### src/sv/fbma_ram.sv
module fbma_ram #(
  parameter int WIDTH = 8,
  parameter int DEPTH = 16
) (
  input  logic                     clk,
  input  logic                     we,
  input  logic [$clog2(DEPTH)-1:0] waddr,
  input  logic [WIDTH-1:0]         wdata,
  input  logic [$clog2(DEPTH)-1:0] raddr,
  output logic [WIDTH-1:0]         rdata
);

  logic [WIDTH-1:0] mem [DEPTH];

  always_ff @(posedge clk) begin
    if (we) begin
      mem[waddr] <= wdata;
    end
    rdata <= mem[raddr];
  end

endmodule

### config.mk
export PLATFORM = sky130hd
export DESIGN_NAME = fbma_ram
export DESIGN_NICKNAME = d
export VERILOG_FILES = /design/src/sv/fbma_ram.sv
export SDC_FILE = /design/constraint.sdc
export NUM_CORES = 1
export LEC_CHECK = 0
export ABC_AREA = 0
export BUFFER_PORTS_ARGS = -buffer_cell sky130_fd_sc_hd__buf_2
export CAP_MARGIN = 20
export CELL_PAD_IN_SITES_DETAIL_PLACEMENT = 1
export CELL_PAD_IN_SITES_GLOBAL_PLACEMENT = 2
export CORE_AREA = 2 2 118 92
export DETAILED_ROUTE_END_ITERATION = 8
export DIE_AREA = 0 0 120 94
export PLACE_DENSITY = 0.88
export SLEW_MARGIN = 10
export SYNTH_ARGS = -nofsm -noshare
export SYNTH_HDL_FRONTEND = slang
export SYNTH_SLANG_ARGS = --single-unit
### constraint.sdc
create_clock -name clk -period 2.5 [get_ports clk]
set_input_delay 0.25 -clock clk [delete_from_list [all_inputs] [get_ports clk]]
set_output_delay 0.25 -clock clk [all_outputs]
set_load 0.01 [all_outputs]
==> results of run 1 <==
[worst register-to-register path, delay by kind of cell (launching register included)]
kind | cells | cell delay (ns)
multiplexers | 1 | 0.53
AND/OR/NAND/NOR | 1 | 0.12
AO/OA/AOI/OAI | 1 | 0.32
flip-flops | 1 | 0.36
[power breakdown]
part           total [mW]  internal (mW)  switching [mW]
Clock                2.77           1.85           0.913
Sequential           2.57           2.55          0.0168
Combinational       0.240          0.100           0.140
[metrics by stage]
step	std cells	setup WS, ns	utilization	cell area (µm²)	hold WS, ns
2_1_floorplan	229	0.757	-	5150	0.349
3_3_place_gp	398	0.563	0.548	5500	0.632
3_5_place_dp	398	0.473	0.548	5500	0.647
4_1_cts	430	0.900	0.613	6160	0.213
5_1_grt	430	0.857	0.613	6160	0.212
6_report	430	0.890	0.613	6160	0.221
[sequential cells by signal, summed over array words and instances (netlist names)]
register,count
mem,128
rdata,8
[area by class of cell]
| class | instances | area share |
|---|---|---|
| clock inverter | 15 | 0.0376 |
| sequential | 136 | 0.650 |
| timing repair buffer | 43 | 0.0443 |
| tap | 136 | 0.0276 |
| multi-input combinational | 83 | 0.172 |
| clock buffer | 17 | 0.0690 |
[Yosys cell counts]
| master | instances | area [µm²] |
|---|---|---|
| a22oi_1 | 16 | 120 |
| and2_1 | 1 | 6.26 |
| and2b_1 | 1 | 7.51 |
| buf_2 | 3 | 15.0 |
| buf_4 | 1 | 7.51 |
| buf_6 | 3 | 33.8 |
| clkdlybuf4s25_2 | 3 | 30.0 |
| dfxtp_1 | 8 | 160 |
| edfxtp_1 | 128 | 3840 |
| mux4_1 | 14 | 368 |
| mux4_2 | 18 | 405 |
| nand2_1 | 9 | 33.8 |
| nand2b_1 | 2 | 12.5 |
| nand3_1 | 1 | 5.00 |
| nand3b_1 | 2 | 15.0 |
| nor2_1 | 13 | 48.8 |
| nor2b_1 | 1 | 6.26 |
| nor3_1 | 4 | 20.0 |
| or3b_2 | 1 | 8.76 |
[path summary, 6_finish.rpt]
check                      startpoint                    to  cells after the start  slack [ns]
setup / recovery             raddr[0]      rdata[4]$_DFF_P_                      5        0.89
hold / removal               wdata[3]  mem[10][3]$_DFFE_PP_                      1        0.22
setup reg to reg  mem[9][4]$_DFFE_PP_      rdata[4]$_DFF_P_                      3        1.05
hold reg to reg   mem[4][3]$_DFFE_PP_      rdata[3]$_DFF_P_                      3        0.67
[cells by family (layout without fill, tap and decap cells)]
kind of cell,count (synthesis),after routing,share of synthesized area
buffers and inverters,10,75,0.0168
multiplexers,32,32,0.150
flip-flops,136,136,0.778
AND/OR/NAND/NOR,35,35,0.0318
AO/OA/AOI/OAI,16,16,0.0233
[routing by layer]
layer,up-vias,track usage
met1,1272,0.304
li1,1079,-
met2,96,0.320
met5,-,0
met4,0,0.0784
met3,14,0.0698
==> impl_metrics.csv, run 1 <==
group,metric,value,unit
power,power,5.57,mW
timing,rsz0062_at_grt,"false",
grt,track_usage,0.216,
timing,finalCritPeriodShare,0.644,
final_layout,multi_input_area,1060,µm²
power,leakage,2.11,nW
power,vdd_drop_max,0.693,mV
timing,relSlewSlack,0.405,
timing,period_needed,1.61,ns
die,die_h,94,µm
critical_path,crit_type,"in -> reg",
final_layout,antenna_cells,0,
synthesis,syn_inst,229,
placed_design,dp_hpwl,6250,µm
drt,dr.pass1.iters,4,
placed_design,place_congestion,0.744,
final_layout,fillCellCount,848,
drt,drtAntennaViolNets,0,
die,die-area,11300,µm²
critical_path,critPathMaxFanout,22,
status,status,"finished clean",
timing,drv_slew,0,
final_layout,final-seq-area,4000,µm²
drt,met1_length,4690,µm
critical_path,cp_slowest_cell,"mux4_1",
drt,routed.top_layer,"met4",
final_layout,final_common_cell,"edfxtp_1",
drt,vias,2461,
die,rows,32,
synthesis,synth-seq-cells,136,
hold_path,hp-class,"in -> reg",
clock_network,numCtsBuffers,17,
power,power.density,905,nW/µm²
timing,tns,0,ns
final_layout,drive_gt1_frac,0.310,
drt,routedWlPerCell,25.0,µm
critical_path,path_cells,"buf_2 -> buf_12 -> mux4_1 -> a22oi_1 -> nand2_1",
critical_path,end_kind,"flip-flop",
critical_path,critPathBufInv,2,
grt,antenna_found_initial,0,
grt,gr-total-overflow,0,
run,cap_violations,0,
critical_path,worst_ep_required_time,2.78,ns
critical_path,setup.worst_path.start_class,"input pin",
die,ios,26,
timing,tightest_slew,0.890,ns
synthesis,avgSynthCellArea,22.5,µm²
drt,vias_per_cell,5.72,
clock_network,cts.sinks,136,
synthesis,synth_area,5150,µm²
timing,hold_viol_final,0,
clock_network,tritoncts,"done",
clock_network,cts_setup_buffers,0,
final_layout,syn_to_final_growth,19.7,%
grt,grt_pass1_wl,16400,µm
drt,drt_iter0_markers,181,
grt,grt_pass1_vias,2630,
drt,dr_wl_met2,5090,µm
drt,postRouteWirelength,10700,µm
synthesis,synth_nets,247,
synthesis,yosysWarnings,0,
die,die_w,120,µm
clock_network,post_cts_resized,0,
clock_network,clk_pin_slew,0.06,ns
drt,remaining_drc_errors,0,
timing,setup_viol,0,
critical_path,cp_top_family,"multiplexers",
critical_path,arrival,1.89,ns
synthesis,seq_area_frac_synth,0.778,
placed_design,port_buffers,25,
timing,skew,0.0123,ns
clock_network,clk-insertion-delay-late,0.41,ns
grt,grt_max_degree,23,
synthesis,yosysUniqueCellTypes,19,
clock_network,cts-htree-levels,4,
die,start_util,0.512,
timing,fmax,0.621,GHz
drt,met3_length,806,µm
clock_network,cts-root-buf,"clkbuf_16",
die,core_region_area,10000,µm²
clock_network,cts_buffer_depth,2,
final_layout,nNetsFinal,299,
critical_path,critPathMaxStageDelay,0.60,ns
clock_network,ctsHoldBuffers,0,
final_layout,final_cell_mix,"edfxtp_1 (128), buf_2 (25), mux4_2 (18), clkbuf_16 (17), buf_4 (17)",
No activity file was read; power rests on OpenSTA's default activity.
==> run 2, diff against run 1 <==
--- a/config.mk
+++ b/config.mk
@@ -10,10 +10,10 @@
 export CAP_MARGIN = 20
 export CELL_PAD_IN_SITES_DETAIL_PLACEMENT = 1
 export CELL_PAD_IN_SITES_GLOBAL_PLACEMENT = 2
-export CORE_AREA = 2 2 118 92
+export CORE_AREA = 2 2 123 95
 export DETAILED_ROUTE_END_ITERATION = 8
-export DIE_AREA = 0 0 120 94
-export PLACE_DENSITY = 0.88
+export DIE_AREA = 0 0 125 97
+export PLACE_DENSITY = 0.83
 export SLEW_MARGIN = 10
 export SYNTH_ARGS = -nofsm -noshare
 export SYNTH_HDL_FRONTEND = slang
==> constraint.sdc (replaced) <==
create_clock -name clk -period 1.6 [get_ports clk]
set_input_delay 0.16 -clock clk [delete_from_list [all_inputs] [get_ports clk]]
set_output_delay 0.16 -clock clk [all_outputs]
set_load 0.01 [all_outputs]
==> impl_metrics.csv, run 2 (same netlist as run 1, synthesis figures left out) <==
group,metric,value,unit
clock_network,numCtsBuffers,17,
final_layout,final_common_cell,"edfxtp_1",
critical_path,arrival,1.65,ns
clock_network,tritoncts,"done",
clock_network,cts_setup_buffers,0,
die,ios,26,
drt,routed.top_layer,"met4",
timing,finalCritPeriodShare,0.847,
power,leakage,2.12,nW
clock_network,cts.sinks,136,
grt,antenna_found_initial,0,
drt,routedWlPerCell,23.7,µm
final_layout,fin_area,6180,µm²
final_layout,drive_gt1_frac,0.318,
clock_network,clk_pin_slew,0.06,ns
die,die_w,125,µm
drt,met3_length,511,µm
placed_design,dp_hpwl,6650,µm
die,die_h,97,µm
grt,grt_pass1_vias,2667,
final_layout,nNetsFinal,301,
final_layout,regMostFlops,"mem",
critical_path,setup.worst_path.start_class,"flip-flop",
drt,remaining_drc_errors,0,
power,power.density,1350,nW/µm²
critical_path,end_kind,"flip-flop",
critical_path,worst_ep_required_time,1.89,ns
drt,dr_wl_met2,4930,µm
critical_path,critPathMaxFanout,1,
power,vdd_drop_max,0.680,mV
power,power,8.36,mW
clock_network,cts_buffer_depth,2,
grt,track_usage,0.185,
timing,setup_viol,0,
die,core_region_area,10800,µm²
critical_path,crit_type,"reg -> reg",
timing,tightest_slew,0.825,ns
timing,skew,0.0121,ns
run,cap_violations,0,
placed_design,post-place-ws,0.00680,ns
die,rows,33,
clock_network,clk-insertion-delay-late,0.42,ns
clock_network,ctsHoldBuffers,0,
grt,gr-total-overflow,0,
final_layout,syn_to_final_growth,20.0,%
timing,relSlewSlack,0.449,
drt,postRouteWirelength,10300,µm
grt,grt_pass1_wl,16000,µm
final_layout,final_cell_mix,"edfxtp_1 (128), buf_2 (25), mux4_2 (18), clkbuf_16 (17)",
grt,grt_max_degree,20,
drt,vias,2442,
placed_design,dpl-instance-area,5570,µm²
drt,dr.pass1.iters,4,
hold_path,hp-class,"in -> reg",
placed_design,place_congestion,0.763,
drt,drtAntennaViolNets,0,
die,die-area,12100,µm²
final_layout,largest_registers,"mem x128, rdata x8",
critical_path,reg2reg_slack,0.24,ns
timing,drv_slew,0,
die,start_util,0.476,
status,status,"finished clean",
placed_design,port_buffers,25,
drt,drt_iter0_markers,278,
drt,vias_per_cell,5.60,
timing,rsz0062_at_grt,"false",
drt,met1_length,4780,µm
timing,tns,0,ns
final_layout,antenna_cells,0,
clock_network,cts-htree-levels,4,
final_layout,largest_reg_flops,128,
timing,fmax,0.738,GHz
clock_network,post_cts_resized,0,
timing,hold_viol_final,0,
timing,period_needed,1.36,ns
timing,fin_ws,0.245,ns
clock_network,cts-root-buf,"clkbuf_16",
## run 2: cell count changes in the layout (fill, tap and decap cells not counted), sizes merged
cell | before | now
clkinv | 8 | 4
clkbuf | 17 | 24
bufinv | 6 | 3
buf | 43 | 45
## run 2: area by class of cell
type | count | area, µm²
clock buffer | 24 | 492
clock inverter | 8 | 118
fill | 947 | 4640
multi-input combinational | 83 | 1060
sequential | 136 | 4000
tap | 140 | 175
timing repair buffer | 45 | 325
## run 2: metrics by stage
step	std cells	utilization	hold slack (ns)
2_1_floorplan	229	-	0.259
5_1_grt	436	0.571	0.131
3_5_place_dp	404	0.515	0.556
3_3_place_gp	404	0.515	0.543
4_1_cts	436	0.571	0.121
6_report	436	0.571	0.123
## run 2: critical path, stage by stage (launching register included)
cell	delay, ns
edfxtp_1	0.36
mux4_1	0.51
a22oi_1	0.28
nand2_1	0.09
## run 2: power by group
group | internal (mW) | leakage (nW) | switching [mW]
Clock | 2.60 | 0.300 | 1.37
Combinational | 0.169 | 0.595 | 0.214
Sequential | 3.99 | 1.22 | 0.0262
## run 2: worst paths after layout
path | endpoint | start | cells past startpoint
setup / recovery | rdata[0]$_DFF_P_ | mem[1][0]$_DFFE_PP_ | 3
hold / removal | mem[15][4]$_DFFE_PP_ | wdata[4] | 1
setup reg to reg | rdata[0]$_DFF_P_ | mem[1][0]$_DFFE_PP_ | 3
hold reg to reg | rdata[2]$_DFF_P_ | mem[15][2]$_DFFE_PP_ | 3
## run 2: layer usage
layer / track usage / up-vias
met5: 0 / -
met4: 0.0692 / 0
met3: 0.0553 / 13
met2: 0.285 / 68
met1: 0.254 / 1282
li1: - / 1079
==> run 3, diff against run 2 <==
==> config.mk (replaced) <==
export PLATFORM = sky130hd
export DESIGN_NAME = fbma_ram
export DESIGN_NICKNAME = d
export VERILOG_FILES = /design/src/sv/fbma_ram.sv
export SDC_FILE = /design/constraint.sdc
export NUM_CORES = 1
export LEC_CHECK = 0
export ABC_AREA = 1
export BUFFER_PORTS_ARGS = -buffer_cell sky130_fd_sc_hd__buf_2
export CAP_MARGIN = 20
export CELL_PAD_IN_SITES_DETAIL_PLACEMENT = 1
export CELL_PAD_IN_SITES_GLOBAL_PLACEMENT = 2
export CORE_AREA = 2 2 150 115
export DETAILED_ROUTE_END_ITERATION = 8
export DIE_AREA = 0 0 152 117
export PLACE_DENSITY = 0.79
export SLEW_MARGIN = 10
export SYNTH_ARGS = -nofsm -noshare
export SYNTH_HDL_FRONTEND = slang
export SYNTH_SLANG_ARGS = --single-unit
==> constraint.sdc (replaced) <==
create_clock -name clk -period 1.2 [get_ports clk]
set_input_delay 0.12 -clock clk [delete_from_list [all_inputs] [get_ports clk]]
set_output_delay 0.12 -clock clk [all_outputs]
set_load 0.01 [all_outputs]
==> impl_metrics.csv, run 3 <==
group,metric,value,unit
run,cap_violations,0,
timing,finalCritPeriodShare,0.920,
clock_network,cts.sinks,136,
synthesis,yosysTopAreaCell,"edfxtp_1",
timing,skew,0.00827,ns
critical_path,critPathMaxFanout,1,
critical_path,arrival,1.41,ns
grt,met1_usage,0.261,
drt,postRouteWirelength,16000,µm
power,vdd_drop_max,0.996,mV
clock_network,cts-root-buf,"clkbuf_16",
die,die-area,17800,µm²
critical_path,cpMostUsedCell,"nand3_1",
final_layout,antenna_cells,0,
clock_network,cts-htree-levels,4,
drt,remaining_drc_errors,0,
clock_network,clk-insertion-delay-late,0.42,ns
final_layout,nNetsFinal,622,
grt,track_usage,0.192,
final_layout,fin_area,6930,µm²
synthesis,avgSynthCellArea,10.5,µm²
clock_network,cts_setup_buffers,0,
placed_design,dp_hpwl,10100,µm
die,ios,26,
die,die_h,117,µm
synthesis,ys_top_cells_by_count,"nand2_1 (173), edfxtp_1 (128), inv_1 (100)",
grt,grt_pass1_vias,4148,
final_layout,largest_registers,"mem x128, rdata x8",
die,core_region_area,16500,µm²
grt,use_met3,0.0423,
grt,grt.met2_usage,0.315,
grt,antenna_found_initial,0,
die,start_util,0.350,
timing,tightest_slew,0.450,ns
hold_path,hold_start,"wdata[2]",
power,power,11.4,mW
timing,drv_slew,0,
drt,vias_per_cell,4.83,
critical_path,crit_type,"reg -> reg",
final_layout,largest_reg_flops,128,
critical_path,worst_ep_required_time,1.51,ns
drt,drt_iter0_markers,211,
timing,relSlewSlack,0.700,
final_layout,final_cell_mix,"nand2_1 (173), edfxtp_1 (128), inv_1 (100), nand3_1 (97), buf_4 (26)",
synthesis,synth_ff_type,"edfxtp_1",
synthesis,async_flop_share,0,
critical_path,cp_slowest_cell,"edfxtp_1",
synthesis,synth_top_area_frac,0.667,
grt,grt_pass1_wl,24700,µm
final_layout,final_common_cell,"nand2_1",
synthesis,synthTopCellsByArea,"edfxtp_1 (67%), nand2_1 (11%), nand3_1 (8.4%), inv_1 (6.5%), dfxtp_1 (2.8%)",
clock_network,post_cts_resized,0,
synthesis,synth.most_common_cell,"nand2_1",
timing,rsz0062_at_grt,"false",
drt,dr.pass1.iters,4,
hold_path,hp-class,"in -> reg",
synthesis,synth_area,5770,µm²
placed_design,dp.cells,800,
final_layout,syn_to_final_growth,20.1,%
synthesis,syn_inst,551,
drt,routedWlPerCell,19.3,µm
synthesis,synth_edf_count,128,
clock_network,numCtsBuffers,17,
drt,drtAntennaViolNets,0,
final_layout,regMostFlops,"mem",
timing,hold_viol_final,0,
power,leakage,3.00,nW
clock_network,clk_pin_slew,0.06,ns
clock_network,ctsHoldBuffers,0,
timing,fmax,0.906,GHz
critical_path,critPathMaxStageDelay,0.37,ns
critical_path,path_cells,"inv_1 -> nand2_1 -> nand3_1 -> nand3_1 -> nand3_1 -> nand2_1",
final_layout,fillCellCount,1796,
synthesis,yosysWarnings,0,
placed_design,port_buffers,25,
die,rows,41,
grt,gr-total-overflow,0,
synthesis,yosysUniqueCellTypes,12,
critical_path,r2r-start,"mem[1][0]$_DFFE_PP_",
clock_network,cts_buffer_depth,2,
timing,period_needed,1.10,ns
power,power.density,1650,nW/µm²
die,die_w,152,µm
timing,setup_viol,0,
synthesis,synth-seq-cells,136,
timing,tns,0,ns
synthesis,seq_area_frac_synth,0.694,
clock_network,tritoncts,"done",
critical_path,end_kind,"flip-flop",
status,status,"finished clean",
final_layout,fin_cells,832,
drt,vias,4020,
synthesis,synth_nets,569,
timing,finalHoldWorstSlack,0.125,ns
critical_path,setup.worst_path.start_class,"flip-flop",
placed_design,place_congestion,0.792,
final_layout,drive_gt1_frac,0.146,
grt,grt_max_degree,45,
placed_design,dpl-instance-area,6330,µm²
grt,grt_busiest_layer,"met2",
critical_path,cp-startpoint,"mem[1][0]$_DFFE_PP_",
## run 3: cell count changes after synthesis, moves of 4 or more
cell,change
buf_2,+10
nand2_1,+164
mux4_1,-14
mux4_2,-18
nor2_1,+4
nor3_1,-4
nand3_1,+96
inv_1,+100
a22oi_1,-16
## run 3: final cells by class
type                       instances  area, µm²  share of cell area
tap                              215        269              0.0388
clock buffer                      20        447              0.0645
clock inverter                    12        151              0.0219
timing repair buffer              58        460              0.0665
sequential                       136       4000               0.578
inverter                         102        383              0.0553
multi-input combinational        289       1210               0.175
## run 3: metal layers
layer | up-vias | wire length, µm
met5 | - | 0
met4 | 0 | 229
met3 | 15 | 727
met2 | 93 | 7480
met1 | 2036 | 7590
li1 | 1876 | -
## run 3: critical path, delay by kind of cell (launching register included)
kind          cells  cell delay, ns
simple gates      5            0.54
flops             1            0.37
buf+inv           1            0.07
## run 3: cell families after synthesis
group / after synthesis / synth area share
simple gates: 289 / 0.210
flops: 136 / 0.694
buf+inv: 126 / 0.0952
## run 3: metrics by stage
stage	setup WS [ns]	utilization
finish	0.0960	0.421
detailed placement	-0.0601	0.384
floorplan	0.129	-
CTS	0.102	0.421
global placement	-0.0173	0.384
global route	0.0294	0.421
## run 3: where the power goes
part	switching, mW	internal (mW)	leakage, nW	total [mW]
clock	2.03	3.31	0.290	5.34
sequential	0.0331	5.31	1.22	5.34
combinational	0.518	0.242	1.49	0.760
## run 3: final timing paths
check / to / slack, ns / cells after the start
worst max-delay path: rdata[0]$_DFF_P_ / 0.1 / 6
worst max register to register: rdata[0]$_DFF_P_ / 0.1 / 6
worst min register to register: rdata[2]$_DFF_P_ / 0.69 / 6
worst min-delay path: mem[3][2]$_DFFE_PP_ / 0.12 / 1
